## src/rtl/lpsc_pkg.sv

```systemverilog
package lpsc_pkg;

  // Framing phase of the header parser
  typedef enum logic [1:0] {
    PH_LENGTH  = 2'd0,
    PH_PAYLOAD = 2'd1,
    PH_DROP    = 2'd2
  } lpsc_phase_t;

  localparam int unsigned LEN_BYTES    = 4;
  localparam int unsigned LEN_BITS     = 32;
  localparam int unsigned SIZE_IN_BITS = 24;
  localparam int unsigned QDEPTH       = 4;
  localparam int unsigned QPTR_BITS    = $clog2(QDEPTH);

  localparam logic [7:0] SC_ZERO = 8'h00;
  localparam logic [7:0] SC_ONE  = 8'h01;

  // Command passed from the parser to the emitter
  typedef struct packed {
    logic       start;
    logic [7:0] data;
  } lpsc_cmd_t;

  // Queue status seen by both sides
  typedef struct packed {
    logic empty;
    logic full;
  } lpsc_qstat_t;

endpackage

```

## src/rtl/lpsc_front.sv

```systemverilog
module lpsc_front import lpsc_pkg::*; #(
  parameter int unsigned SAMPLE_SIZE_BITS = 24
) (
  input  logic                    clk,
  input  logic                    rst,
  input  logic                    in_fire,
  input  logic [7:0]              data_byte,
  input  logic                    first_of_sample,
  input  logic [SIZE_IN_BITS-1:0] sample_size,
  output logic                    push,
  output lpsc_cmd_t               push_cmd
);

  localparam int unsigned SSB = SAMPLE_SIZE_BITS;

  lpsc_phase_t          phase, phase_next, phase_eff;
  logic [1:0]           length_bytes_seen, length_bytes_seen_next, seen_eff;
  logic [LEN_BITS-1:0]  length_accumulator, length_accumulator_next, acc_eff;
  logic [SSB-1:0]       sample_bytes_left, sample_bytes_left_next, left_eff;
  logic [LEN_BITS-1:0]  payload_bytes_left, payload_bytes_left_next, pay_eff;

  logic [31:0]          size_w;
  logic [SSB-1:0]       size_m;
  logic [SSB-1:0]       left_dec;
  logic [LEN_BITS-1:0]  acc_full;
  logic                 active;
  logic                 hdr_done;
  logic                 fits;
  logic                 restart;

  assign restart   = in_fire && first_of_sample;
  assign size_w    = 32'(sample_size);
  assign size_m    = size_w[SSB-1:0];
  assign left_eff  = restart ? size_m : sample_bytes_left;
  assign phase_eff = restart ? PH_LENGTH : phase;
  assign seen_eff  = restart ? 2'd0 : length_bytes_seen;
  assign acc_eff   = restart ? '0 : length_accumulator;
  assign pay_eff   = restart ? '0 : payload_bytes_left;
  assign active    = in_fire && (left_eff != '0);
  assign left_dec  = left_eff - 1'b1;
  assign acc_full  = {acc_eff[LEN_BITS-9:0], data_byte};
  assign hdr_done  = (phase_eff == PH_LENGTH) && (seen_eff == 2'(LEN_BYTES - 1));
  assign fits      = acc_full <= LEN_BITS'(left_dec);

  // Next state
  always_comb begin
    phase_next              = phase_eff;
    length_bytes_seen_next  = seen_eff;
    length_accumulator_next = acc_eff;
    sample_bytes_left_next  = left_eff;
    payload_bytes_left_next = pay_eff;
    if (active) begin
      sample_bytes_left_next = left_dec;
      case (phase_eff)
        PH_LENGTH: begin
          if (!hdr_done) begin
            length_accumulator_next = acc_full;
            length_bytes_seen_next  = seen_eff + 2'd1;
          end else begin
            length_bytes_seen_next  = 2'd0;
            length_accumulator_next = '0;
            if (fits) begin
              payload_bytes_left_next = acc_full;
              phase_next = (acc_full == '0) ? PH_LENGTH : PH_PAYLOAD;
            end else begin
              phase_next = PH_DROP;
            end
          end
        end
        PH_PAYLOAD: begin
          payload_bytes_left_next = pay_eff - 1'b1;
          if (pay_eff == LEN_BITS'(1)) begin
            phase_next              = PH_LENGTH;
            length_bytes_seen_next  = 2'd0;
            length_accumulator_next = '0;
          end
        end
        default: begin
          phase_next = phase_eff;
        end
      endcase
    end
  end

  // Outputs toward the queue
  always_comb begin
    push          = 1'b0;
    push_cmd.start = 1'b0;
    push_cmd.data  = data_byte;
    if (active) begin
      case (phase_eff)
        PH_LENGTH: begin
          if (hdr_done && fits) begin
            push           = 1'b1;
            push_cmd.start = 1'b1;
          end
        end
        PH_PAYLOAD: begin
          push = 1'b1;
        end
        default: begin
          push = 1'b0;
        end
      endcase
    end
  end

  always_ff @(posedge clk) begin
    if (rst) begin
      phase              <= PH_LENGTH;
      length_bytes_seen  <= 2'd0;
      length_accumulator <= '0;
      sample_bytes_left  <= '0;
      payload_bytes_left <= '0;
    end else begin
      phase              <= phase_next;
      length_bytes_seen  <= length_bytes_seen_next;
      length_accumulator <= length_accumulator_next;
      sample_bytes_left  <= sample_bytes_left_next;
      payload_bytes_left <= payload_bytes_left_next;
    end
  end

endmodule

```

## src/rtl/lpsc_queue.sv

```systemverilog
module lpsc_queue import lpsc_pkg::*; (
  input  logic        clk,
  input  logic        rst,
  input  logic        push,
  input  lpsc_cmd_t   push_cmd,
  input  logic        pop,
  output lpsc_cmd_t   pop_cmd,
  output lpsc_qstat_t stat
);

  lpsc_cmd_t            slots [QDEPTH];
  logic [QPTR_BITS-1:0] head, head_next;
  logic [QPTR_BITS-1:0] tail, tail_next;
  logic [QPTR_BITS:0]   count, count_next;
  logic                 do_push;
  logic                 do_pop;

  assign stat.empty = (count == '0);
  assign stat.full  = (count == (QPTR_BITS+1)'(QDEPTH));
  assign do_push    = push && !stat.full;
  assign do_pop     = pop && !stat.empty;
  assign pop_cmd    = slots[head];

  always_comb begin
    head_next  = do_pop ? head + 1'b1 : head;
    tail_next  = do_push ? tail + 1'b1 : tail;
    count_next = count;
    if (do_push && !do_pop) begin
      count_next = count + 1'b1;
    end else if (do_pop && !do_push) begin
      count_next = count - 1'b1;
    end
  end

  always_ff @(posedge clk) begin
    if (rst) begin
      head  <= '0;
      tail  <= '0;
      count <= '0;
    end else begin
      head  <= head_next;
      tail  <= tail_next;
      count <= count_next;
    end
  end

  always_ff @(posedge clk) begin
    if (do_push) begin
      slots[tail] <= push_cmd;
    end
  end

endmodule

```

## src/rtl/lpsc_back.sv

```systemverilog
module lpsc_back import lpsc_pkg::*; (
  input  logic        clk,
  input  logic        rst,
  input  lpsc_cmd_t   pop_cmd,
  input  lpsc_qstat_t stat,
  output logic        pop,
  output logic        out_valid,
  input  logic        out_stall,
  output logic [7:0]  out_byte,
  output logic        is_start_code,
  output logic        last_of_run
);

  logic [1:0] sc_left, sc_left_next;
  logic       out_valid_next;
  logic [7:0] out_byte_next;
  logic       is_start_code_next;
  logic       last_of_run_next;
  logic       load_ok;

  assign load_ok = !out_valid || !out_stall;
  assign pop     = load_ok && (sc_left == 2'd0) && !stat.empty;

  always_comb begin
    sc_left_next       = sc_left;
    out_valid_next     = out_valid;
    out_byte_next      = out_byte;
    is_start_code_next = is_start_code;
    last_of_run_next   = last_of_run;
    if (load_ok) begin
      if (sc_left != 2'd0) begin
        // remaining start code bytes: 00 00 then 01
        out_valid_next     = 1'b1;
        out_byte_next      = (sc_left == 2'd1) ? SC_ONE : SC_ZERO;
        is_start_code_next = 1'b1;
        last_of_run_next   = (sc_left == 2'd1);
        sc_left_next       = sc_left - 2'd1;
      end else if (!stat.empty) begin
        out_valid_next = 1'b1;
        if (pop_cmd.start) begin
          out_byte_next      = SC_ZERO;
          is_start_code_next = 1'b1;
          last_of_run_next   = 1'b0;
          sc_left_next       = 2'(LEN_BYTES - 1);
        end else begin
          out_byte_next      = pop_cmd.data;
          is_start_code_next = 1'b0;
          last_of_run_next   = 1'b1;
        end
      end else begin
        out_valid_next = 1'b0;
      end
    end
  end

  always_ff @(posedge clk) begin
    if (rst) begin
      sc_left   <= 2'd0;
      out_valid <= 1'b0;
    end else begin
      sc_left   <= sc_left_next;
      out_valid <= out_valid_next;
    end
  end

  always_ff @(posedge clk) begin
    out_byte      <= out_byte_next;
    is_start_code <= is_start_code_next;
    last_of_run   <= last_of_run_next;
  end

endmodule

```

## src/rtl/length_prefix_to_start_code.sv

```systemverilog
// Channel  Direction  Handshake            Payload
// -------  ---------  -------------------  -----------------------------------------
// in       input      in_valid / in_stall  data_byte, first_of_sample, sample_size
// out      output     out_valid/out_stall  out_byte, is_start_code, last_of_run
//
// One input item is taken per cycle while the command queue has room.
// A payload byte is held in a queue slot, then in the output register; a completed
// length becomes four start code items, so the output port sets the pace then.
// Synchronous active-high rst clears framing state, queue and output valid.
// in_stall rises only when the four-entry command queue is full.
module length_prefix_to_start_code import lpsc_pkg::*; #(
  parameter int unsigned SAMPLE_SIZE_BITS = 24
) (
  input  logic                    clk,
  input  logic                    rst,
  input  logic                    in_valid,
  output logic                    in_stall,
  input  logic [7:0]              data_byte,
  input  logic                    first_of_sample,
  input  logic [SIZE_IN_BITS-1:0] sample_size,
  output logic                    out_valid,
  input  logic                    out_stall,
  output logic [7:0]              out_byte,
  output logic                    is_start_code,
  output logic                    last_of_run
);

  logic        in_fire;
  logic        push;
  logic        pop;
  lpsc_cmd_t   push_cmd;
  lpsc_cmd_t   pop_cmd;
  lpsc_qstat_t stat;

  // Hold off the source only when the queue cannot take another command
  assign in_stall = stat.full;
  assign in_fire  = in_valid && !in_stall;

  // Parse length headers and classify each byte
  lpsc_front #(
    .SAMPLE_SIZE_BITS(SAMPLE_SIZE_BITS)
  ) u_front (
    .clk             (clk),
    .rst             (rst),
    .in_fire         (in_fire),
    .data_byte       (data_byte),
    .first_of_sample (first_of_sample),
    .sample_size     (sample_size),
    .push            (push),
    .push_cmd        (push_cmd)
  );

  // Decouple the parser from the output stalls
  lpsc_queue u_queue (
    .clk      (clk),
    .rst      (rst),
    .push     (push),
    .push_cmd (push_cmd),
    .pop      (pop),
    .pop_cmd  (pop_cmd),
    .stat     (stat)
  );

  // Expand commands into output items
  lpsc_back u_back (
    .clk           (clk),
    .rst           (rst),
    .pop_cmd       (pop_cmd),
    .stat          (stat),
    .pop           (pop),
    .out_valid     (out_valid),
    .out_stall     (out_stall),
    .out_byte      (out_byte),
    .is_start_code (is_start_code),
    .last_of_run   (last_of_run)
  );

endmodule

```

## config.mk

```make
export PLATFORM = sky130hd
export DESIGN_NAME = length_prefix_to_start_code
export DESIGN_NICKNAME = d
export VERILOG_FILES = /design/src/rtl/lpsc_pkg.sv /design/src/rtl/lpsc_front.sv /design/src/rtl/lpsc_queue.sv /design/src/rtl/lpsc_back.sv /design/src/rtl/length_prefix_to_start_code.sv
export SDC_FILE = /design/constraint.sdc
export NUM_CORES = 1
export LEC_CHECK = 0
export BUFFER_PORTS_ARGS = -buffer_cell sky130_fd_sc_hd__buf_2
export CAP_MARGIN = 20
export CORE_MARGIN = 2
export CORE_UTILIZATION = 45
export DETAILED_ROUTE_END_ITERATION = 8
export GPL_TIMING_DRIVEN = 0
export PLACE_DENSITY = 0.74
export SYNTH_ARGS = -nofsm -noshare
export SYNTH_HDL_FRONTEND = slang
export SYNTH_SLANG_ARGS = --single-unit
```

## constraint.sdc

```tcl
create_clock -name clk -period 13 [get_ports clk]
set_input_delay 3.25 -clock clk [delete_from_list [all_inputs] [get_ports clk]]
set_output_delay 3.25 -clock clk [all_outputs]
set_load 0.01 [all_outputs]
```

Word level (Yosys, flattened, before mapping)
Memories as Yosys holds them, arrays and structs flattened. A register that Yosys moved wholly into a read port is not among the register bits. Index checks and enable logic that the tools add are counted.

Add/sub/neg operators: 8. Magnitude comparators: 1. Equal/unequal tests: 6. Mux-type cells: 49. Reduce and logical (&&, ||, !) cells: 28.

Operators by type and width (number): $mux W32 (8); $pmux W32 S2 (2); $mux W24 (2); $eq A32 B1 Y1 const B (1); $le A32 B24 Y1 (1); $logic_not A32 Y1 (1); $sub A32 B1 Y32 const B (1); $mux W2 (14); $mux W8 (3); $reduce_bool A24 Y1 (1); $sub A24 B1 Y24 const B (1); $mux W1 (15); $logic_and A1 B1 Y1 (11); $pmux W2 S2 (2); $add A2 B1 Y2 const B (3); $logic_not A1 Y1 (6); $mux W3 (2); $reduce_bool A2 Y1 (3); $eq A2 B1 Y1 const B (2); $logic_not A2 Y1 (2); $add A3 B1 Y3 const B (1); $eq A3 B3 Y1 const B (1); $logic_not A3 Y1 (1); $reduce_and A3 Y1 (1); other kinds (7) (7).

Bits in registers: 112. Memory bits (writable): 36. Output and inout bits: 12. Memories kept: 1.

Memories: u_queue.slots (words 4, bits a word 9, read ports 1, clocked after memory_dff 1, wr ports 1, RTL line lpsc_queue.sv:11) `lpsc_cmd_t slots [QDEPTH];`.

Logic depth before layout (Yosys ltp)
Depth in word-level cells: 16. Mapped depth: 25.

By module
A second synthesis with hierarchy kept.

Cells, all modules: 929. Area, all modules: 8485.6 um^2.

Modules (own cells, without submodules): lpsc_front (times used 1, cells each 790, area each 6170.9 um^2, sequential area each 1681.6 um^2); lpsc_queue (times used 1, cells each 95, area each 1762.9 um^2, sequential area each 1261.2 um^2); lpsc_back (times used 1, cells each 43, area each 538.0 um^2, sequential area each 360.3 um^2); length_prefix_to_start_code (times used 1, cells each 1, area each 13.8 um^2, sequential area each 0.0 um^2).

Least setup slack after synthesis
Ideal clock, no wire load.

Path type: input port to flip-flop. Start point: in in_valid. End point: reg u_queue.count[2]. Setup time: 71 ps. Data arrival time: 8036 ps. Required time: 12929 ps. Setup slack: 4893 ps. Stages on the path: 23. Path through: and3_4 > buf_6 > buf_6 > buf_2 > clkbuf_1 > mux2i_1 > ha_1 > nand4_1 > nor3_1 > xor2_1 > ha_1 > and4_1 > a221oi_1 > a21oi_1 > nor4_4 > o21a_1 > buf_4 > ha_1 > inv_1 > fa_1 > xor2_1 > or3_1 > a21oi_1.

Longest elaborated chain between the ends: 13. Elaborated cells on any way between the ends: 24.

RTL lines: start, declared (RTL line length_prefix_to_start_code.sv:16) `input logic in_valid,`; $logic_and A1 B1 Y1 (*) (RTL line length_prefix_to_start_code.sv:37) `assign in_fire = in_valid && !in_stall;`; $logic_and A1 B1 Y1 (RTL line lpsc_front.sv:31) `assign restart = in_fire && first_of_sample;`; $mux W24, or another cell as far along (RTL line lpsc_front.sv:34) `assign left_eff = restart ? size_m : sample_bytes_left;`; $sub A24 B1 Y24, or another cell as far along (RTL line lpsc_front.sv:40) `assign left_dec = left_eff - 1'b1;`; $le A32 B24 Y1 / $logic_and A1 B1 Y1 (equally long branches) (RTL line lpsc_front.sv:43, lpsc_front.sv:42); $logic_and A1 B1 Y1 (RTL line lpsc_front.sv:93) `if (hdr_done && fits) begin`; $mux W1 (RTL line lpsc_front.sv:93); $pmux W1 S2 (RTL line lpsc_front.sv:91) `case (phase_eff)`; $mux W1 (*) (RTL line lpsc_front.sv:90) `if (active) begin`; $logic_and A1 B1 Y1 (*) (RTL line lpsc_queue.sv:20) `assign do_push = push && !stat.full;`; via u_queue.do_push (RTL line lpsc_queue.sv:15) `logic do_push;`; $logic_not A1 Y1 (RTL line lpsc_queue.sv:30) `end else if (do_pop && !do_push) begin`; $logic_and A1 B1 Y1 (RTL line lpsc_queue.sv:30); $reduce_bool A2 Y1 (no line); end signal, assigned (RTL line lpsc_queue.sv:43) `count <= count_next;`; end, declared (RTL line lpsc_queue.sv:14) `logic [QPTR_BITS:0] count, count_next;`.

Mark *: on every way through the listed nets, which the timed path passes. The rest lies on a longest branch. A chain may end at the register's enable or synchronous reset.

Final worst setup path
Ends and elaborated chain as after synthesis.

==> impl_metrics.csv <==
group,metric,value,unit
global_route,grt-ovfl-total,0,
cts,clock_sinks,142,
die,start_util,45.5,%
cts,cts_tree,"built",
finish,final_cell_area,9530,sq um
yosys,syn_avg_cell_area,9.26,sq um
setup_path,reg2reg_from,"u_queue.count[0]",
setup_path,start_kind,"input pin",
cts,cts_resized,0,
global_route,grt_antenna_before_repair,0,
detailed_routing,vias,7530,
outcome,status,"completed",
yosys,synth_common_cells,"nor2_1, dfxtp_1, nand2_1, a21oi_1, edfxtp_1",
sta,tightestPinTransition,0.793,ns
yosys,ys_warn_count,0,
detailed_routing,wl,24700,um
cts,clockRootBuffer,"clkbuf_16",
setup_path,endpoint,"u_queue.count[2]",
sta,setup_viol,0,
hold_path,hp-class,"reg2reg",
setup_path,reg2reg_depth,24,
detailed_routing,ant_nets,0,
detailed_routing,routedWlPerCell,20.1,um
detailed_routing,initialDrtViolationCount,860,
cts,clk-insertion-delay-late,0.43,ns
die,dieArea,19800,sq um
yosys,yosysTopAreaCellShare,22.8,%
setup_path,critical_path_required,13.36,ns
cts,htree_num_levels,4,
sta,fin_crit,9.50,ns
place,port-buffer-count,48,
yosys,yosysUniqueCellTypes,82,
yosys,syn_inst,910,
yosys,yosysMostFrequentCell,"nor2_1",
power,leakagePower,3.60,nW
cts,post_cts_buffers,0,
power,vdd_drop_max,104,uV
setup_path,cp-startpoint,"in_valid",
cts,clk_pin_slew,0.07,ns
yosys,yosys_register_bits,142,
yosys,syn_area,8430,sq um
setup_path,cp_max_fo,10,
sta,clock_skew,0.0107,ns
sta,grt_setup_unrepaired,"false",
finish,diodes,0,
sta,tns,0,ns
setup_path,critPathKind,"in2reg",
finish,drive_gt1_share,15.1,%
global_route,grt_max_degree,17,
yosys,ys_top_cells_by_area,"dfxtp_1, edfxtp_1, nor2_1",
sta,max_freq,105,MHz
die,core,18500,sq um
place,gp_congestion,0.999,
finish,syn_to_final_growth,13.0,%
setup_path,timing.rr.end,"u_queue.count[2]",
setup_path,cp.arrival,9.86,ns
sta,hold_violations,0,
setup_path,worstSetupEndpointType,"register",
die,num_io_pins,49,
yosys,synth_flop_cell,"dfxtp_1",
sta,slew_headroom,47.1,%
global_route,grt_pass1_wl,39500,um
die,die_w,141,um
yosys,yosys.area.top_type,"dfxtp_1",
sta,slew_viol_final,0,
yosys,seq_area_frac_synth,39.2,%
finish,nets,1052,
finish,multi_input_area,4810,sq um
yosys,synthArstFlopShare,0,%
finish,regArea,3300,sq um
die,rows,50,
die,die_y,141,um
detailed_routing,drc,0,
finish,nFillCells,1688,
sta,min_period_over_period,73.1,%
place,post_dp_cell_area,8970,sq um
cts,cts-buffers-inserted,17,
yosys,synth_nets,984,
place,dp_hpwl,17900,um
setup_path,rrSetupSlack,5.80,ns
global_route,globalRouteTotalUtil,25.6,%
cts,cts_max_path_buffers,2,
cts,cts_hold_buf,0,
flow_run,cap_violations,0,
detailed_routing,first_pass_iters,9,
detailed_routing,vias_per_cell,6.15,
yosys,synth_edf_count,46,
global_route,grt_pass1_vias,7265,
power,pwr_density_cell,176,nW/um^2
hold_path,min-delay-start,"u_front.length_accumulator[19]",
==> sequential cells by signal (all words and copies together) (netlist names), named ones only <==
register,cells
u_queue.slots,36
u_front.payload_bytes_left,32
u_front.length_accumulator,24
u_front.sample_bytes_left,24
u_back.out_byte,8
u_queue.count,3
u_back.sc_left,2
u_front.length_bytes_seen,2
u_front.phase,2
u_queue.head,2
u_queue.tail,2
u_back.is_start_code,1
u_back.last_of_run,1
u_back.out_valid,1
==> cell families (layout without fill, tap and decap cells) <==
| kind of cell | Yosys count | in the layout | synth area share [%] |
|---|---|---|---|
| compound gates | 190 | 190 | 15.1 |
| xor+xnor | 61 | 61 | 6.34 |
| fa+ha+maj | 37 | 37 | 5.58 |
| buf+inv | 66 | 147 | 3.77 |
| flops | 142 | 142 | 39.2 |
| mux | 57 | 57 | 8.33 |
| simple gates | 357 | 357 | 21.7 |
==> worst max-delay path, cell delays in order <==
cell and delay, ns:
buf_2 0.12, and3_4 0.24, buf_6 0.20, buf_6 0.20, buf_2 0.36, clkbuf_1 0.60, mux2i_1 0.37, ha_1 0.39
nand4_1 0.36, nor3_1 0.38, xor2_1 0.21, ha_1 0.27, and4_1 0.21, a221oi_1 0.41, a21oi_1 0.19, nor4_4 0.45
o21a_1 0.19, buf_4 0.21, ha_1 0.21, inv_1 0.06, fa_1 0.37, xor2_1 0.16, or3_1 0.30, a21oi_1 0.14
==> per-layer routing <==
metal	track usage, %	vias up	part of all wire [%]
met5	0	-	0
met4	10.6	0	3.3
met3	6.25	67	8.9
met2	41.2	388	46
met1	33.0	3592	42
li1	-	3483	-
==> metrics by stage <==
stage	setup slack [ns]	hold slack, ns	instances	power [mW]	utilization, %
final	3.50	0.504	1225	1.67	51.4
after global routing	3.12	0.527	1225	1.77	51.4
after CTS	3.68	0.504	1225	1.67	51.4
after floorplan	4.89	0.454	910	1.03	-
after detailed placement	3.27	0.495	1193	1.20	48.4
after global placement	3.28	0.468	1192	1.19	48.4
==> where the power goes <==
group	switching (mW)	internal (mW)	leakage [nW]
Sequential	0.0382	0.522	1.22
Combinational	0.400	0.251	2.11
Clock	0.204	0.259	0.276
==> how the worst min path moves through the flow <==
stage | end | cells after the start
floorplan | u_back.sc_left[1] | 2
global placement | u_back.sc_left[1] | 2
detailed placement | u_queue.count[2] | 2
CTS | u_queue.count[2] | 2
global route | u_front.length_accumulator[17] | 2
finish | u_front.length_accumulator[19] | 2
==> final cells by class <==
class	instances	share of cell area [%]
Clock buffer	19	4.77
Sequential cell	142	34.7
Multi-Input combinational cell	702	50.5
Clock inverter	13	1.09
Inverter	18	0.709
Tap cell	234	3.07
Buffer	48	2.63
Timing Repair Buffer	49	2.57
==> placed cells by master (no fill, tap or decap), drive strengths merged, types with 4 or more instances in the layout <==
cell type  count
a211oi         6
a21oi         50
a221oi         5
a22oi         24
a31oi         11
a32o           4
and2          31
and3           6
buf           75
clkbuf        41
clkinv         7
dfxtp         96
edfxtp        46
ha            36
inv           23
mux2           9
mux2i         39
mux4           9
nand2         52
nand2b         4
nand3         22
nand4          7
nor2         126
nor2b         11
nor3          41
nor4          24
o211ai         5
o21ai         40
o31ai          5
or2            5
or3           16
or4            6
xnor2         28
xor2          33
(Power assumes the default switching activity.)
